**config.mk**
```make
export PLATFORM = sky130hd
export DESIGN_NAME = fefs_ctrl
export DESIGN_NICKNAME = d
export VERILOG_FILES = /design/src/fefs_pkg.sv /design/src/fefs_ctrl.sv
export SDC_FILE = /design/constraint.sdc
export NUM_CORES = 1
export LEC_CHECK = 0
export BUFFER_PORTS_ARGS = -buffer_cell sky130_fd_sc_hd__buf_2
export CORE_MARGIN = 2
export CORE_UTILIZATION = 52
export DETAILED_ROUTE_END_ITERATION = 6
export PLACE_DENSITY = 0.82
export SKIP_LAST_GASP = 1
export SYNTH_ARGS = -nofsm -noshare
export SYNTH_HDL_FRONTEND = slang
export SYNTH_SLANG_ARGS = --single-unit
```
**constraint.sdc**
```tcl
create_clock -name clk -period 3.9 [get_ports clk]
set_clock_uncertainty 0.1 [all_clocks]
set_input_delay 0.195 -clock clk [delete_from_list [all_inputs] [get_ports clk]]
set_output_delay 0.195 -clock clk [all_outputs]
set_load 0.03 [all_outputs]
```
**src/fefs_pkg.sv**
```systemverilog
// ----------------------------------------------------------------------------
// fefs_pkg
// Shared constants, codes and controller/datapath bundles of the fire stepper.
// ----------------------------------------------------------------------------
`timescale 1ns / 1ps
`default_nettype none
package fefs_pkg;

  // grid geometry
  localparam int GRID_W  = 60;
  localparam int GRID_H  = 120;
  localparam int CELLS   = GRID_W * GRID_H;
  localparam int ADDR_W  = $clog2(CELLS);
  localparam int K_W     = $clog2(GRID_W + 3);
  localparam int CS_W    = K_W + 2;
  localparam int BOT_BASE = (GRID_H - 1) * GRID_W;

  // item codes
  localparam logic [1:0] OP_STEP    = 2'd0;
  localparam logic [1:0] OP_READ    = 2'd1;
  localparam logic [1:0] OP_RESTART = 2'd2;

  // register indexes
  localparam logic [1:0] REG_FUEL_BASE = 2'd0;
  localparam logic [1:0] REG_FUEL_TILT = 2'd1;
  localparam logic [1:0] REG_WIND_TILT = 2'd2;
  localparam logic [1:0] REG_SEED      = 2'd3;

  // noise generator
  localparam logic [31:0] LCG_MUL = 32'd1664525;
  localparam logic [31:0] LCG_INC = 32'd1013904223;

  // controller to datapath
  typedef struct packed {
    logic latch;
    logic restart;
    logic clr_run;
    logic read_issue;
    logic read_take;
    logic wind_upd;
    logic flut;
    logic fuel_run;
    logic row_run;
    logic out_load;
  } cmd_t;

  // datapath to controller
  typedef struct packed {
    logic clr_last;
    logic fuel_last;
    logic row_last;
    logic frame_last;
    logic slot_free;
  } sts_t;

endpackage
`default_nettype wire

```
**src/fefs_ctrl.sv**
```systemverilog
// ----------------------------------------------------------------------------
// fefs_ctrl
// Sequencer for clear, read and frame step passes of the fire stepper.
// ----------------------------------------------------------------------------
`timescale 1ns / 1ps
`default_nettype none
module fefs_ctrl (
  input  wire logic            clk,
  input  wire logic            rst_n,
  input  wire logic            in_valid,
  output logic                 in_stall,
  input  wire logic [1:0]      in_op,
  input  wire fefs_pkg::sts_t  sts,
  output fefs_pkg::cmd_t       cmd
);

  typedef enum logic [8:0] {
    ST_IDLE   = 9'b000000001,
    ST_CLEAR  = 9'b000000010,
    ST_READ   = 9'b000000100,
    ST_RDATA  = 9'b000001000,
    ST_WIND   = 9'b000010000,
    ST_FLUT   = 9'b000100000,
    ST_FUEL   = 9'b001000000,
    ST_ROW    = 9'b010000000,
    ST_RESULT = 9'b100000000
  } state_t;

  state_t state_r, state_nxt;
  logic   boot_r, boot_nxt;

  assign in_stall = (state_r != ST_IDLE);

  // next state and commands
  always_comb begin
    state_nxt = state_r;
    boot_nxt  = boot_r;
    cmd       = '0;
    unique case (state_r)
      ST_IDLE: begin
        if (in_valid) begin
          cmd.latch = 1'b1;
          boot_nxt  = 1'b0;
          priority case (in_op)
            fefs_pkg::OP_STEP:    state_nxt = ST_WIND;
            fefs_pkg::OP_READ:    state_nxt = ST_READ;
            fefs_pkg::OP_RESTART: begin
              cmd.restart = 1'b1;
              state_nxt   = ST_CLEAR;
            end
            default:              state_nxt = ST_RESULT;
          endcase
        end
      end
      ST_CLEAR: begin
        cmd.clr_run = 1'b1;
        if (sts.clr_last) begin
          state_nxt = boot_r ? ST_IDLE : ST_RESULT;
        end
      end
      ST_READ: begin
        cmd.read_issue = 1'b1;
        state_nxt      = ST_RDATA;
      end
      ST_RDATA: begin
        cmd.read_take = 1'b1;
        state_nxt     = ST_RESULT;
      end
      ST_WIND: begin
        cmd.wind_upd = 1'b1;
        state_nxt    = ST_FLUT;
      end
      ST_FLUT: begin
        cmd.flut  = 1'b1;
        state_nxt = ST_FUEL;
      end
      ST_FUEL: begin
        cmd.fuel_run = 1'b1;
        if (sts.fuel_last) begin
          state_nxt = ST_ROW;
        end
      end
      ST_ROW: begin
        cmd.row_run = 1'b1;
        if (sts.row_last && sts.frame_last) begin
          state_nxt = ST_RESULT;
        end
      end
      ST_RESULT: begin
        if (sts.slot_free) begin
          cmd.out_load = 1'b1;
          state_nxt    = ST_IDLE;
        end
      end
      default: state_nxt = ST_IDLE;
    endcase
  end

  // state register, reset starts with a clearing pass
  always_ff @(posedge clk) begin
    if (!rst_n) begin
      state_r <= ST_CLEAR;
      boot_r  <= 1'b1;
    end else begin
      state_r <= state_nxt;
      boot_r  <= boot_nxt;
    end
  end

endmodule
`default_nettype wire

```
==> impl_results.md <==
- Status: completed
- Violation count after the first detailed-routing iteration: 14
- Global-route wire length before repair: 2.55 mm
- Worst relative slew slack: 69.8%
- Post-synthesis instance area: 698 um^2
- Number of hold violations in the final report: 0
- Endpoint of the worst hold path: state_r[4]$_SDFFE_PN0P_
- H-tree levels: 1
- Layout cells sized above 1: 31.5%
- Post-synth EDFFs: 0
- CP endpoint kind: output port
- Cell taking the most area after synthesis: sky130_fd_sc_hd__dfxtp_1
- Buffer depth of the longest clock path: 2
- Vias per cell: 5.75
- Dominant synthesized flop cell: sky130_fd_sc_hd__dfxtp_1
- WP data required: 3.61 ns
- FF-to-FF End: state_r[8]$_SDFFE_PN0P_
- Post-route ant nets: 0
- Unrepaired setup endpoints after global routing: false
- Average footprint of a synthesized cell: 8.02 um^2
- Floorplan die height: 40.6 um
- Detailed-route DRC error count: 0
- Period Utilization, post-route: 57.3%
- Aggregate global-route resource usage: 23.8%
- Area Growth Syn to Fin: 20.3%
- Timing-limited maximum frequency: 0.447 GHz
- Count of pins over their slew limit: 0
- Static power due to leakage: 0.000372 uW
- PortBufs: 20
- CTS Buf Count: 3
- Post-route setup slack: 1.67 ns
- Post-Syn Instances: 87
- Via count of the first global-routing pass: 567
- PnR Total Power: 271 uW
- Row cnt: 13
- Clock insertion delay at the later pin of the skew report: 0.27 ns
- Cell area after layout: 840 um^2
- Ports: 21
- Average detailed-routed wire length per instance: 12.7 um
- Via Count: 707
- Number of cells upsized or downsized after cts: 0
- CTS Root Cell: sky130_fd_sc_hd__clkbuf_4
- Synth top area share: 28.7%
- Flip-flop and latch count after synthesis: 10
- Die extent in x: 40.6 um
- Floorplan core area: 1280 um^2
- Clock tree from TritonCTS: done
- Final Setup Violations: 0
- Final worst path period need: 2.23 ns
- Type of the setup path with the least slack: flop to output port
- Placed inst area: 803 um^2
- Worst setup slack after placement: 1.96 ns
- Initial Util: 54.3%
- Worst-margin pin slew: 0.452 ns
- Critical register-to-register path startpoint: state_r[7]$_SDFFE_PN0P_
- Data arrival, critical path: 1.94 ns
- FF-to-FF path depth: 5
- Power density relative to cell area: 323 nW/um^2
- Congestion Overflow GR: 0
- Synthesized Nets: 97
- Async set-or-reset flop fraction in the synthesized netlist: 0%
- Cell types occupying the most area after synthesis: sky130_fd_sc_hd__dfxtp_1 29%, sky130_fd_sc_hd__nor2_1 5.4%, sky130_fd_sc_hd__nor4_2 5.4%, sky130_fd_sc_hd__nand2b_1 4.5%, sky130_fd_sc_hd__nor4_1 4.5%
- Maximum Capacitance Violations: 0
- Detailed Routing Iterations Pass 1: 4
- Final HPWL from detailed placement: 1.22 mm
- Die ar.: 1650 um^2
- Total negative setup slack: 0 ns
- Last weighted congestion value of the routability-driven placer: 0.835
- TritonCTS sink count: 10
- Critical path launch point type: flop
- Number of nets in the finished design: 119
- Setup slack of the worst register-to-register path: 1.95 ns
- Largest fanout on the critical path: 6
- Classification of the worst-slack hold path: input pin to flop
- Worst hold path depth: 2
- Total wire length after detailed routing: 1.56 mm
- Clk pin slew, worst setup/hold paths: 0.07 ns
- Min-Delay Startpoint: in_op[1]
- Number of hold buffers added after CTS: 0
- Initial antenna violation count: 0
- Antenna cells: 0
- Maximum number of pins on one net before global-route repair: 11
- Count of buffers added by post-CTS timing repair for setup: 0
- Seq/Total Area, Yosys: 28.7%
- Post-synth top cells: 10 x sky130_fd_sc_hd__dfxtp_1, 10 x sky130_fd_sc_hd__nor2_1, 8 x sky130_fd_sc_hd__nand2_1, 5 x sky130_fd_sc_hd__nand2b_1, 5 x sky130_fd_sc_hd__nor4_1
- Synthesis Warnings: 0
- Count of distinct cell types in the synthesized netlist: 37
- VDD IR max: 252 uV
[layout by cell type (no fill, tap or decap), types with 2 or more instances in the layout]
cell,synthesis,layout
sky130_fd_sc_hd__nor3_1,4,4
sky130_fd_sc_hd__nor4_1,5,5
sky130_fd_sc_hd__nor2_1,10,10
sky130_fd_sc_hd__or2_4,2,2
sky130_fd_sc_hd__a21oi_1,3,3
sky130_fd_sc_hd__nand2b_1,5,5
sky130_fd_sc_hd__clkbuf_4,0,3
sky130_fd_sc_hd__a211oi_1,3,3
sky130_fd_sc_hd__dfxtp_1,10,10
sky130_fd_sc_hd__nor3b_1,2,2
sky130_fd_sc_hd__nand3_1,2,2
sky130_fd_sc_hd__buf_2,1,20
sky130_fd_sc_hd__nor4b_1,2,2
sky130_fd_sc_hd__inv_1,4,4
sky130_fd_sc_hd__nor4_2,3,3
sky130_fd_sc_hd__or3_1,2,2
sky130_fd_sc_hd__nand2_1,8,8
[area by class of cell]
cell class                      instances  area, um^2
Fill cell                             112         445
Tap cell                               15        18.8
Timing Repair Buffer                   20         100
Inverter                                4        15.0
Clock buffer                            4        36.3
Multi-Input combinational cell         70         469
Sequential cell                        10         200
[cell families after synthesis]
family | share of synthesized area [%]
simple gates | 50.2
compound gates | 14.5
flops | 28.7
buf+inv | 4.12
xor+xnor | 2.51
[critical path, cell delays in order (launching register included)]
cell	delay, ns
sky130_fd_sc_hd__dfxtp_1	0.35
sky130_fd_sc_hd__or2_4	0.27
sky130_fd_sc_hd__or4_4	0.44
sky130_fd_sc_hd__or2_4	0.27
sky130_fd_sc_hd__nor3_4	0.12
sky130_fd_sc_hd__buf_2	0.22
[stage by stage]
step | instances | utilization, % | hold WS (ns)
after floorplan | 87 | - | 0.171
after global placement | 119 | 62.5 | 0.302
after detailed placement | 119 | 62.5 | 0.315
after CTS | 123 | 65.3 | 0.0306
after global routing | 123 | 65.3 | 0.0227
final | 123 | 65.3 | 0.0319
[worst max-delay path by stage]
stage / start / to / slack, ns / cells after the start
after floorplan: state_r[1]$_SDFFE_PN1P_ / cmd[3] / 1.61 / 3
after global placement: state_r[1]$_SDFFE_PN1P_ / cmd[2] / 1.97 / 5
after detailed placement: state_r[1]$_SDFFE_PN1P_ / cmd[2] / 1.96 / 5
after CTS: state_r[1]$_SDFFE_PN1P_ / cmd[2] / 1.65 / 5
after global routing: state_r[1]$_SDFFE_PN1P_ / cmd[2] / 1.54 / 5
final: state_r[1]$_SDFFE_PN1P_ / cmd[2] / 1.67 / 5
[registers in the layout, summed over array words and instances, names as in the netlist]
register  flops
state_r       9
boot_r        1
[layer usage]
| metal | vias to the layer above | share of wire, % | track usage (%) |
|---|---|---|---|
| li1 | 363 | - | - |
| met1 | 324 | 47 | 32.8 |
| met2 | 18 | 47 | 33.3 |
| met3 | 2 | 5.5 | 9.78 |
| met4 | 0 | 0.77 | 7.50 |
| met5 | - | 0 | 0 |
[power by group]
part | internal (uW) | switching, uW | total, uW | leakage, uW
Sequential | 106 | 7.34 | 114 | 0.0000813
Clock | 56.7 | 37.1 | 93.8 | 0.0000210
Combinational | 27.4 | 36.3 | 63.6 | 0.000270
Note: power is estimated with default switching activity, not from simulation.
